File: src/tmci_pkg.sv
package tmci_pkg;

    localparam int DATA_W = 32;
    localparam int IDX_W  = 6;
    localparam int CNT_W  = 7;

    // stream field placement
    localparam int S_TDATA_W = 104;
    localparam int M_TDATA_W = 64;

    // register map
    localparam logic REG_ROW_COUNT = 1'b0;

    // func codes
    localparam logic FUNC_LOAD  = 1'b0;
    localparam logic FUNC_QUERY = 1'b1;

    typedef enum logic [1:0] {
        K_LOAD  = 2'd0,
        K_QUERY = 2'd1,
        K_DROP  = 2'd2
    } t_kind;

    typedef struct packed {
        logic [DATA_W-1:0] t;
        logic [DATA_W-1:0] th;
        logic [DATA_W-1:0] m;
    } t_row;

    typedef struct packed {
        t_kind             kind;
        logic [IDX_W-1:0]  idx;
        t_row              row;
    } t_item;

    // queue head as seen by the back end
    typedef struct packed {
        logic  valid;
        t_item item;
    } t_qhead;

endpackage

File: src/tmci_front.sv
module tmci_front #(
    parameter int TABLE_ROWS = 64
) (
    input  logic                              i_clk,
    input  logic                              i_rst_n,
    input  logic                              i_valid,
    output logic                              o_ready,
    input  logic                              i_func,
    input  logic [tmci_pkg::IDX_W-1:0]        i_idx,
    input  tmci_pkg::t_row                    i_row,
    output tmci_pkg::t_qhead                  o_head,
    input  logic                              i_pop
);
    import tmci_pkg::*;

    t_item      r_q [2];
    logic       r_wp;
    logic       r_rp;
    logic [1:0] r_cnt;
    t_item      w_item;
    logic       w_push;
    logic       w_pop;

    // classify: loads outside the table are marked as drops here
    always_comb begin
        w_item.idx = i_idx;
        w_item.row = i_row;
        if (i_func == FUNC_QUERY) begin
            w_item.kind = K_QUERY;
        end else if ({26'b0, i_idx} < 32'(TABLE_ROWS)) begin
            w_item.kind = K_LOAD;
        end else begin
            w_item.kind = K_DROP;
        end
    end

    assign o_ready      = (r_cnt != 2'd2);
    assign w_push       = i_valid && o_ready;
    assign w_pop        = i_pop && (r_cnt != 2'd0);
    assign o_head.valid = (r_cnt != 2'd0);
    assign o_head.item  = r_q[r_rp];

    always_ff @(posedge i_clk) begin
        if (w_push) begin
            r_q[r_wp] <= w_item;
        end
    end

    always_ff @(posedge i_clk) begin
        if (!i_rst_n) begin
            r_wp  <= 1'b0;
            r_rp  <= 1'b0;
            r_cnt <= 2'd0;
        end else begin
            if (w_push) begin
                r_wp <= ~r_wp;
            end
            if (w_pop) begin
                r_rp <= ~r_rp;
            end
            case ({w_push, w_pop})
                2'b10:   r_cnt <= r_cnt + 2'd1;
                2'b01:   r_cnt <= r_cnt - 2'd1;
                default: r_cnt <= r_cnt;
            endcase
        end
    end

endmodule

File: config.mk
export PLATFORM = sky130hd
export DESIGN_NAME = tmci_front
export DESIGN_NICKNAME = d
export VERILOG_FILES = /design/src/tmci_pkg.sv /design/src/tmci_front.sv
export SDC_FILE = /design/constraint.sdc
export NUM_CORES = 1
export LEC_CHECK = 0
export BUFFER_PORTS_ARGS = -buffer_cell sky130_fd_sc_hd__buf_2
export CAP_MARGIN = 10
export CELL_PAD_IN_SITES_DETAIL_PLACEMENT = 0
export CELL_PAD_IN_SITES_GLOBAL_PLACEMENT = 1
export CORE_MARGIN = 2
export CORE_UTILIZATION = 30
export CTS_CLUSTER_SIZE = 24
export DETAILED_ROUTE_END_ITERATION = 8
export PLACE_DENSITY = 0.61
export SLEW_MARGIN = 20
export SYNTH_ARGS = -nofsm -noshare
export SYNTH_HDL_FRONTEND = slang
export SYNTH_SLANG_ARGS = --single-unit
File: constraint.sdc
create_clock -name i_clk -period 4.9 [get_ports i_clk]
set_input_delay 0.245 -clock i_clk [delete_from_list [all_inputs] [get_ports i_clk]]
set_output_delay 0.245 -clock i_clk [all_outputs]
set_load 0.005 [all_outputs]
# Word level (Yosys, flattened, before mapping)
# Memory sizes are Yosys's and may differ from the RTL's. A register that Yosys moved wholly into a read port is not among the register bits.
# Index checks and enable logic that the tools add are counted.
[word_totals] register_bits=4 mem_bits_rw=206 n_memories=1
[classes] add_sub_neg=2 eq_ne=3 mux=6 bitwise=2 reduce_logical=4
[memory_table] memory="r_q" words=2 word_bits=103 read_ports=1 rd_clocked_by_memory_dff=1 wr=1 line_no="tmci_front.sv:16" rtl="t_item r_q [2];"
[ops] cell="2-to-1 mux 1 bit" n=5
[ops] cell="one-hot mux 2 bit (2 select lines)" n=1
[ops] cell="nonzero test 2 bit" n=2
[ops] cell="adder 2 x 1 -> 2 bit, second input constant" n=1
[ops] cell="equality test 2 x 1 -> 1 bit, second input constant" n=1
[ops] cell="equality test 2 bit, second input constant" n=1
[ops] cell="logical AND 1 bit" n=2
[ops] cell="!= test 2 bit, second input constant" n=1
[ops] cell="NOT 1 bit" n=2
[ops] cell="subtractor 2 x 1 -> 2 bit, second input constant" n=1

# Logic depth before layout (Yosys ltp)
# Gate-level depths: netlist (run 1).
[logic_depth] depth_word=4 depth_mapped=6

# Least setup slack after synthesis (run 1)
# No wires, ideal clock.
[synth_path] path_kind="register -> register" from="register r_cnt[0]" to="memory r_q[1][0] in the netlist's numbering (enable)" setup_time_ns=0.474 arrival_ns=3.045 setup_slack_ns=1.381 path_stages_with_launch=3 path_cell_list="dfxtp_1 -> nand2b_1 -> and3_1"
[synth_between] elab_chain_len=4
[synth_rtl] element="start: declaration" line_no="tmci_front.sv:19" rtl="logic [1:0] r_cnt;"
[synth_rtl] element="start signal: assignment" line_no="tmci_front.sv:62" rtl="2'b10: r_cnt <= r_cnt + 2'd1;"
[synth_rtl] element="start signal: assignment" line_no="tmci_front.sv:63" rtl="2'b01: r_cnt <= r_cnt - 2'd1;"
[synth_rtl] element="start signal: assignment" line_no="tmci_front.sv:64" rtl="default: r_cnt <= r_cnt;"
[synth_rtl] element="!= test 2 bit" line_no="tmci_front.sv:37" rtl="assign o_ready = (r_cnt != 2'd2);"
[synth_rtl] element="net o_ready" line_no="tmci_front.sv:7" rtl="output logic o_ready,"
[synth_rtl] element="logical AND 1 bit" line_no="tmci_front.sv:38" rtl="assign w_push = i_valid && o_ready;"
[synth_rtl] element="2-to-1 mux 1 bit" line_no="tmci_front.sv:44" rtl="if (w_push) begin"
[synth_rtl] element="2-to-1 mux 1 bit (implied by the code)" line_no="tmci_front.sv:45" rtl="r_q[r_wp] <= w_item;"
[synth_rtl] element="end: declaration" line_no="tmci_front.sv:16"
# The timed path passes the listed nets, and every way through them passes these cells.

# Worst setup path after layout (run 1)
[layout_path] from="register r_cnt[0]" to="memory r_q[0][3] in the netlist's numbering (enable)"
[layout_between] elab_chain_len=4
[layout_rtl] element="!= test 2 bit" line_no="tmci_front.sv:37"
[layout_rtl] element="logical AND 1 bit" line_no="tmci_front.sv:38"
[layout_rtl] element="2-to-1 mux 1 bit" line_no="tmci_front.sv:44"
[layout_rtl] element="2-to-1 mux 1 bit (implied by the code)" line_no="tmci_front.sv:45"
# No other way between the ends.

==> qor.csv, run 1 <==
metric;value;unit
CTS H-tree depth;1;
Comb pwr share;0.230;
RSZ-0062 raised after global routing;no;
adder-cell share of the synthesized area;0.00163;
XOR/XNOR Fraction of Synth Area;0.00343;
Clk Latency, worst-skew pair;0.49;ns
Simple-Gate Fraction of Synth Area;0.00718;
worst-path maximum fanout;73;
I/O pin cnt;213;
# placed instances;878;
IO buf count;211;
min-delay src;i_rst_n;
Clock Path Buffers;3;
drt wl/cell;15.6;µm
final hold viol count;0;
clock power share;0.315;
CTS tree;built;
Post-synth EDFFs;206;
count of final setup violators;0;
reg2reg path depth;4;
Sw Pwr;1.29;mW
Die X;164;µm
hold depth;2;
Synthesized Nets;454;
Yosys top cell by area;edfxtp_1;
Post-Route Setup TNS;0;ns
vias per cell;4.21;
Worst-Margin Slew;1.01;ns
fraction of final layout cells sized beyond drive strength 1;0.514;
Critical Path RT;5.04;ns
global route overflow;0;
Yosys cell types;22;
top-area cell type share of the netlist area;0.807;
Final Util;0.434;
hold slack;0.0278;ns
total track usage;0.115;
period utilization;0.507;
Clk pin slew, worst setup/hold paths;0.06;ns
Non-Filler Instances;1021;
Detail Route Antenna Nets;0;
clock root cell;clkbuf_16;
Max Slew Vio Count;0;
FFs w/ async S/R, synth;0;
pwr dens;480;nW/µm²
status;completed;
via count;4300;
synth top area cells;edfxtp_1 81%, mux2_2 15%, dfxtp_1 1.3%;
post-synthesis sequential element count;211;
achievable frequency;0.402;GHz
die height;164;µm
Post-Syn Instances;346;
relative slew slack;0.328;
main combinational cell family by area after synthesis;multiplexers;
worst r2r src;r_cnt[0]$_SDFFE_PN0P_;
Syn. warnings;0;
Core Area;25100;µm²
Seq/Total Area, Yosys;0.820;
Die Area;26800;µm²
Synth-to-Final Area Change;42.1;%
largest net degree at the start of global routing;78;
leak pwr;4.05;nW
R2R Setup Slk;2.42;ns
sequential share of power;0.455;
Max Cap Violations;0;
Worst Hold Path EP;r_rp$_SDFFE_PN0P_;
Post-Syn Area;7660;µm²
TritonCTS buffer count;23;
initial antenna violation count;0;
Switching Fraction;0.247;
n_diodes;0;
nets@finish;786;
Post-CTS Setup Bufs;0;
first-pass GRT wire length;24300;µm
CTS resizes;0;
min-delay worst type;in2reg;
Setup crit end kind;flip-flop;
Critical Path AT;2.62;ns
Critical Path Start Type;flip-flop;
Synth top cells by count;206 x edfxtp_1, 103 x mux2_2, 8 x buf_4, 5 x dfxtp_1, 4 x buf_2;
Final Critical Period;2.48;ns
r2r endpoint;r_q[0][3]$_DFFE_PP_;
mean post-synth cell area;22.2;µm²
First-pass DRT Iterations;5;
# rows;58;
Compound-Gate Fraction of Synth Area;0.00490;
Starting DRT DRC Count;126;
Final Skew;0.00784;ns
Max IR drop VDD;408;µV
mux cell area share after synthesis;0.151;
final wirelength;16000;µm
Initial Util;0.305;
dpl hpwl;10500;µm
DRC violations left;0;
most numerous cell in the Yosys netlist;edfxtp_1;
Worst Path Class, Setup;reg2reg;
Clock Sinks;211;
vias in the first global route;4693;
global placer's final weighted congestion;0.715;
internal power;3.94;mW
dominant synthesized flop cell;edfxtp_1;
==> how the worst max path moves through the flow <==
| stage | startpoint | end | slack, ns |
|---|---|---|---|
| after CTS | flip-flop | o_head[99] | 1.98 |
| after global routing | r_cnt[0]$_SDFFE_PN0P_ | r_q[0][59]$_DFFE_PP_ | 2.21 |
| after floorplan | r_cnt[0]$_SDFFE_PN0P_ | r_q[1][0]$_DFFE_PP_ | 1.38 |
| after detailed placement | r_cnt[0]$_SDFFE_PN0P_ | r_q[0][6]$_DFFE_PP_ | 2.34 |
| after global placement | r_cnt[0]$_SDFFE_PN0P_ | r_q[1][70]$_DFFE_PP_ | 2.47 |
| final | r_cnt[0]$_SDFFE_PN0P_ | r_q[0][3]$_DFFE_PP_ | 2.42 |
==> sequential cells by signal (all words and copies together) (netlist names), named ones only <==
signal  cells
r_q       206
r_rp        1
r_cnt       2
r_wp        1
==> placed cells by master (no fill, tap or decap), drive strengths merged, types with 2 or more instances in the layout <==
cell type / instances
clkbuf: 27
clkinv: 7
dlygate4sd3: 103
bufinv: 3
buf: 216
a21boi: 2
nor2b: 2
mux2: 103
edfxtp: 206
dfxtp: 5
xnor2: 3
==> cell families (layout without fill, tap and decap cells) <==
| group | count (synthesis) | in the layout |
|---|---|---|
| buf+inv | 13 | 358 |
| other cells | 1 | 1 |
| fa+ha+maj | 1 | 1 |
| xor+xnor | 3 | 3 |
| flops | 211 | 211 |
| mux | 103 | 103 |
| compound gates | 5 | 5 |
| simple gates | 9 | 9 |
==> stage by stage <==
| stage | total power, mW | instance area [µm²] | worst slack [ns] |
|---|---|---|---|
| finish | 5.23 | 10900 | 2.42 |
| global route | 5.50 | 10900 | 2.21 |
| CTS | 5.30 | 10800 | 1.98 |
| detailed placement | 3.57 | 9090 | 2.34 |
| global placement | 3.54 | 9090 | 2.47 |
| floorplan | 3.07 | 7660 | 1.38 |
==> worst max-delay path, cell delays in order (launching register included) <==
cell      delay (ns)
dfxtp_1         0.42
nand2b_1        0.24
nand3b_1        0.17
inv_4           0.75
buf_4           0.52
==> power groups by stage <==
| stage | registers [mW] | logic (mW) | clock network, mW |
|---|---|---|---|
| 2_1_floorplan | 2.38 | 0.695 | 0 |
| 3_3_place_gp | 2.47 | 1.06 | 0 |
| 3_5_place_dp | 2.49 | 1.08 | 0 |
| 4_1_cts | 2.45 | 1.15 | 1.70 |
| 5_1_grt | 2.41 | 1.32 | 1.77 |
| 6_report | 2.38 | 1.20 | 1.65 |
==> cell type report <==
cell class | count | area (µm²)
fillers | 2272 | 14200
flip-flops and latches | 211 | 6290
repair buffers | 319 | 2160
multi-input cells | 122 | 1300
clock buffers | 27 | 591
well taps | 330 | 413
clock inverters | 11 | 129
inverters | 1 | 6.26
==> routing by layer <==
metal	vias to the layer above	global-route usage	routed length [µm]
li1	2032	-	-
met1	2092	0.137	6560
met2	145	0.206	7900
met3	31	0.0313	1090
met4	0	0.0303	406
met5	-	0	0
==> timing repair <==
| action | CTS | global route |
|---|---|---|
| hold buffers | 103 | 0 |
| endpoints found under the hold margin | 206 | 0 |
| setup endpoints to repair | 0 | 0 |
(Power assumes the default switching activity.)
==> run 2, diff against run 1 <==
==> constraint.sdc (replaced) <==
create_clock -name i_clk -period 2.3 [get_ports i_clk]
set_input_delay 0.115 -clock i_clk [delete_from_list [all_inputs] [get_ports i_clk]]
set_output_delay 0.115 -clock i_clk [all_outputs]
set_load 0.005 [all_outputs]
==> run 2 against run 1 <==
Net effect:
- final area rose by 0.55%
- clock power rose by 110%
- worst hold slack improved by 0.055 ns
- wire length rose by 0.85%
- register-to-register slack got worse by 1.6 ns
- clock skew rose by 0.0053 ns
==> qor.csv, run 2 (synthesized netlist as in run 1, its figures left out) <==
metric;value;unit;change
Initial Util;0.305;;unchanged
final worst setup slack;0.193;ns;was 2.42 ns
final hold viol count;0;;unchanged
Max Cap Violations;0;;unchanged
crit path max-delay cell type;dfxtp_4;;was inv_4
Core Area;25100;µm²;unchanged
global route overflow;0;;unchanged
largest net degree at the start of global routing;53;;was 78
IO buf count;211;;unchanged
Die X;164;µm;unchanged
vias in the first global route;4786;;was 4693
Post-DP Area;9190;µm²;was 9090 µm²
vias per cell;4.28;;was 4.21
Setup WS pre-CTS;0.695;ns;was 2.34 ns
Largest stage delay, worst path;0.58;ns;was 0.75 ns
register bank with the most flops;r_q;;unchanged
Clk Latency, worst-skew pair;0.50;ns;was 0.49 ns
Clock Sinks;211;;unchanged
worst-path maximum fanout;51;;was 73
Final Skew;0.0132;ns;was 0.00784 ns
min-delay worst type;in2reg;;unchanged
Final Critical Period;2.11;ns;
Setup crit end kind;output pin;;was flip-flop
TritonCTS buffer count;24;;was 23
biggest regs;r_q: 206 flops, r_cnt: 2 flops;;unchanged
Die Area;26800;µm²;unchanged
Critical Path Start Type;flip-flop;;unchanged
hold slack;0.0825;ns;was 0.0278 ns
final wirelength;16100;µm;was 16000 µm
total track usage;0.116;;was 0.115
max FFs per register;206;;unchanged
Starting DRT DRC Count;196;;was 126
Detail Route Antenna Nets;0;;unchanged
Synth-to-Final Area Change;42.9;%;was 42.1%
post-route cell area;11000;µm²;was 10900 µm²
drt wl/cell;15.7;µm;was 15.6 µm
period utilization;0.916;;
count of final setup violators;0;;unchanged
die height;164;µm;unchanged
First-pass DRT Iterations;4;;was 5
global placer's final weighted congestion;0.730;;was 0.715
Max IR drop VDD;683;µV;was 408 µV
fraction of final layout cells sized beyond drive strength 1;0.515;;was 0.514
Post-Route Setup TNS;0;ns;unchanged
dpl hpwl;10300;µm;was 10500 µm
leak pwr;4.07;nW;was 4.05 nW
CTS H-tree depth;1;;unchanged
I/O pin cnt;213;;unchanged
first-pass GRT wire length;24500;µm;was 24300 µm
CP cell instances;buf_12, mux2_2, buf_2;;was nand2b_1, nand3b_1, inv_4, buf_4
initial antenna violation count;1;;was 0
achievable frequency;0.475;GHz;
commonest non-fill, non-tap cell in the layout;buf_2;;unchanged
DRC violations left;0;;unchanged
Clock Path Buffers;3;;unchanged
Worst Path Class, Setup;reg2out;;was reg2reg
Critical Path AT;1.99;ns;was 2.62 ns
CTS tree;built;;unchanged
overall power;11.1;mW;was 5.23 mW
most frequent cells in the layout;211 x buf_2, 206 x edfxtp_1, 105 x dlygate4sd3_1, 103 x mux2_2, 25 x clkbuf_16;;was 211 x buf_2, 206 x edfxtp_1, 103 x mux2_2, 103 x dlygate4sd3_1, 23 x clkbuf_16
RSZ-0062 raised after global routing;no;;unchanged
# rows;58;;unchanged
Clk pin slew, worst setup/hold paths;0.05;ns;was 0.06 ns
Critical Path RT;2.18;ns;was 5.04 ns
clock root cell;clkbuf_16;;unchanged
nets@finish;791;;was 786
status;completed;;unchanged
pwr dens;1020;nW/µm²;was 480 nW/µm²
Max Slew Vio Count;0;;unchanged
via count;4389;;was 4300
## run 2: report_power, final
part           total (mW)  switching [mW]  internal, mW
clock                3.45            1.38          2.06
sequential           5.05           0.199          4.86
combinational        2.63            1.21          1.42
## run 2: metal layers
layer	track usage	vias to the layer above	wire length [µm]	part of all wire
met2	0.200	153	7840	0.49
met4	0.0295	0	352	0.022
li1	-	2041	-	-
met3	0.0374	25	1280	0.080
met5	0	-	0	0
met1	0.141	2170	6620	0.41
## run 2: area by class of cell
cell class | count | area, µm²
Antenna cell | 1 | 2.50
Clock buffer | 29 | 641
Clock inverter | 9 | 68.8
Fill cell | 2256 | 14200
Inverter | 1 | 7.51
Multi-Input combinational cell | 122 | 1310
Sequential cell | 211 | 6290
Tap cell | 330 | 413
Timing Repair Buffer | 323 | 2220
## run 2: worst paths after layout
check / startpoint / end / slack [ns] / cells past startpoint
setup / recovery: flip-flop / o_head[39] / 0.19 / 3
hold / removal: i_pop / r_rp$_SDFFE_PN0P_ / 0.08 / 4
setup reg to reg: r_cnt[0]$_SDFFE_PN0P_ / r_cnt[1]$_SDFFE_PN0P_ / 0.79 / 5
hold reg to reg: r_rp$_SDFFE_PN0P_ / r_rp$_SDFFE_PN0P_ / 0.54 / 2
## run 2: through the flow
stage          utilization  std cells
2_1_floorplan            -        346
3_3_place_gp         0.366        882
3_5_place_dp         0.366        882
4_1_cts              0.436       1025
5_1_grt              0.436       1025
6_report             0.436       1026
## run 2: repair_timing
action | 4_1_cts | 5_1_grt
hold buffers | 105 | 0
hold endpoints to repair | 211 | 0
resized for setup | 0 | 0
setup buffers | 0 | 0
## run 2: worst max-delay path, delay by kind of cell (launching register included)
| kind | cells | cell delay, ns |
|---|---|---|
| DFF | 1 | 0.58 |
| buffers and inverters | 2 | 0.44 |
| muxes | 1 | 0.39 |
==> run 3, diff against run 2 <==
--- a/config.mk
+++ b/config.mk
@@ -7,13 +7,11 @@
 export LEC_CHECK = 0
 export BUFFER_PORTS_ARGS = -buffer_cell sky130_fd_sc_hd__buf_2
 export CAP_MARGIN = 10
-export CELL_PAD_IN_SITES_DETAIL_PLACEMENT = 0
-export CELL_PAD_IN_SITES_GLOBAL_PLACEMENT = 1
 export CORE_MARGIN = 2
 export CORE_UTILIZATION = 30
 export CTS_CLUSTER_SIZE = 24
 export DETAILED_ROUTE_END_ITERATION = 8
-export PLACE_DENSITY = 0.61
+export PLACE_DENSITY = 0.54
 export SLEW_MARGIN = 20
 export SYNTH_ARGS = -nofsm -noshare
 export SYNTH_HDL_FRONTEND = slang
==> run 3 against run 2 <==
Net effect:
- wire length decreased by 2.7%
- sequential share of layout area increased by 0.19 points
- flip-flop and latch count unchanged
- first-iteration DRC count decreased by 7.1%
- die area unchanged
- worst setup slack improved by 0.066 ns
- worst hold slack improved by 0.012 ns
- final area decreased by 0.33%
- via count decreased by 1.6%
- largest power group unchanged
==> qor.csv, run 3 (synthesized netlist as in run 1, its figures left out) <==
metric;value;unit;change
relative slew slack;0.608;;
I/O pin cnt;213;;unchanged
clock power share;0.302;;was 0.310
Starting DRT DRC Count;182;;was 196
Critical Path AT;1.93;ns;was 1.99 ns
RSZ-0062 raised after global routing;no;;unchanged
Largest stage delay, worst path;0.59;ns;was 0.58 ns
Worst Path Class, Setup;reg2out;;unchanged
clock root cell;clkbuf_16;;unchanged
total track usage;0.112;;was 0.116
count of final setup violators;0;;unchanged
Bufs and invs on worst path;2;;unchanged
# fillers;2287;;was 2256
final wirelength;15700;µm;was 16100 µm
Max Cap Violations;0;;unchanged
most frequent cells in the layout;211 x buf_2, 206 x edfxtp_1, 105 x dlygate4sd3_1, 103 x mux2_2, 23 x clkbuf_16;;was 211 x buf_2, 206 x edfxtp_1, 105 x dlygate4sd3_1, 103 x mux2_2, 25 x clkbuf_16
vias per cell;4.21;;was 4.28
CP top delay family;flip-flops;;unchanged
Worst-Margin Slew;0.588;ns;
drt wl/cell;15.3;µm;was 15.7 µm
Sw Pwr;2.75;mW;was 2.79 mW
Critical Path Start Type;flip-flop;;unchanged
Post-Route Setup TNS;0;ns;unchanged
Final Critical Period;2.04;ns;was 2.11 ns
Max Slew Vio Count;0;;unchanged
Comb pwr share;0.237;;was 0.236
die height;164;µm;unchanged
Die X;164;µm;unchanged
Synth-to-Final Area Change;42.4;%;was 42.9%
TritonCTS buffer count;23;;was 24
global placer's final weighted congestion;0.708;;was 0.730
sequential share of power;0.460;;was 0.454
Final Skew;0.00655;ns;was 0.0132 ns
Clock Path Buffers;3;;unchanged
global route overflow;0;;unchanged
Critical Path RT;2.18;ns;about the same
period utilization;0.887;;was 0.916
Clk Latency, worst-skew pair;0.49;ns;was 0.50 ns
status;completed;;unchanged
achievable frequency;0.490;GHz;was 0.475 GHz
DRC violations left;0;;unchanged
first-pass GRT wire length;23800;µm;was 24500 µm
CTS H-tree depth;1;;unchanged
Switching Fraction;0.251;;about the same
Max IR drop VDD;655;µV;was 683 µV
CP cell instances;buf_4, mux2_2, buf_2;;was buf_12, mux2_2, buf_2
pwr dens;1010;nW/µm²;was 1020 nW/µm²
worst-path maximum fanout;26;;was 51
n_diodes;0;;was 1
final hold viol count;0;;unchanged
via count;4318;;was 4389
# rows;58;;unchanged
Setup crit end kind;output pin;;unchanged
Initial Util;0.305;;unchanged
Core Area;25100;µm²;unchanged
vias in the first global route;4736;;was 4786
internal power;8.24;mW;was 8.34 mW
Final Util;0.435;;was 0.436
IO buf count;211;;unchanged
Post-CTS Setup Bufs;0;;unchanged
largest net degree at the start of global routing;104;;was 53
initial antenna violation count;0;;was 1
Detail Route Antenna Nets;0;;unchanged
dpl hpwl;9720;µm;was 10300 µm
CTS tree;built;;unchanged
nets@finish;789;;was 791
First-pass DRT Iterations;4;;unchanged
crit path max-delay cell type;dfxtp_4;;unchanged
biggest regs;r_q: 206 flops, r_cnt: 2 flops;;unchanged
fraction of final layout cells sized beyond drive strength 1;0.513;;was 0.515
commonest non-fill, non-tap cell in the layout;buf_2;;unchanged
Die Area;26800;µm²;unchanged
register bank with the most flops;r_q;;unchanged
leak pwr;4.05;nW;was 4.07 nW
Clock Sinks;211;;unchanged
Clk pin slew, worst setup/hold paths;0.05;ns;about the same
min-delay worst type;in2reg;;unchanged
max FFs per register;206;;unchanged
==> run 3: area by class of cell <==
type                    instances  area (µm²)  area share
flip-flops and latches        211        6290       0.576
repair buffers                322        2210       0.203
multi-input cells             122        1310       0.120
clock buffers                  34         657      0.0602
well taps                     330         413      0.0378
clock inverters                 6        26.3     0.00241
inverters                       1        7.51    0.000688
==> run 3: path summary, 6_finish.rpt <==
kind | from | to | slack (ns) | cells past startpoint
worst max register to register | r_cnt[0]$_SDFFE_PN0P_ | r_q[0][68]$_DFFE_PP_ | 0.62 | 4
worst min-delay path | i_pop | flip-flop | 0.09 | 4
worst max-delay path | flip-flop | o_head[65] | 0.26 | 3
worst min register to register | r_rp$_SDFFE_PN0P_ | flip-flop | 0.53 | 2
==> run 3: power groups by stage <==
| stage | Sequential [mW] | Clock [mW] | Combinational [mW] |
|---|---|---|---|
| after CTS | 5.07 | 3.45 | 2.67 |
| after global placement | 5.12 | 0 | 2.48 |
| after detailed placement | 5.15 | 0 | 2.51 |
| after global routing | 5.11 | 3.57 | 2.85 |
| after floorplan | 5.05 | 0 | 1.49 |
| final | 5.06 | 3.32 | 2.61 |
==> run 3: per-stage QoR <==
| stage | power [mW] | std cells | hold WS (ns) | area (µm²) | worst slack, ns |
|---|---|---|---|---|---|
| detailed placement | 7.66 | 881 | 0.306 | 9180 | 0.616 |
| CTS | 11.2 | 1026 | 0.0550 | 10900 | 0.198 |
| global route | 11.5 | 1026 | 0.108 | 10900 | 0.139 |
| global placement | 7.60 | 881 | 0.303 | 9180 | 0.672 |
| floorplan | 6.54 | 346 | 0.214 | 7680 | -0.232 |
| finish | 11.0 | 1026 | 0.0941 | 10900 | 0.259 |
==> run 3: routing by layer <==
metal	global-route usage	routed length [µm]	up-vias
met3	0.0351	1230	38
met2	0.199	7680	152
li1	-	-	2041
met1	0.127	6320	2087
met4	0.0391	429	0
met5	0	0	-
==> run 3: worst reg2reg max path, delay by kind of cell, from the launching register on <==
family | cells | cell delay, ns
and+or+nand+nor | 2 | 0.31
buffers and inverters | 2 | 0.58
DFF | 1 | 0.38
==> run 3: what timing repair did <==
action                                 CTS  global route
hold buffers                           105             0
endpoints found under the hold margin  211             0
gates resized for setup                  0             0
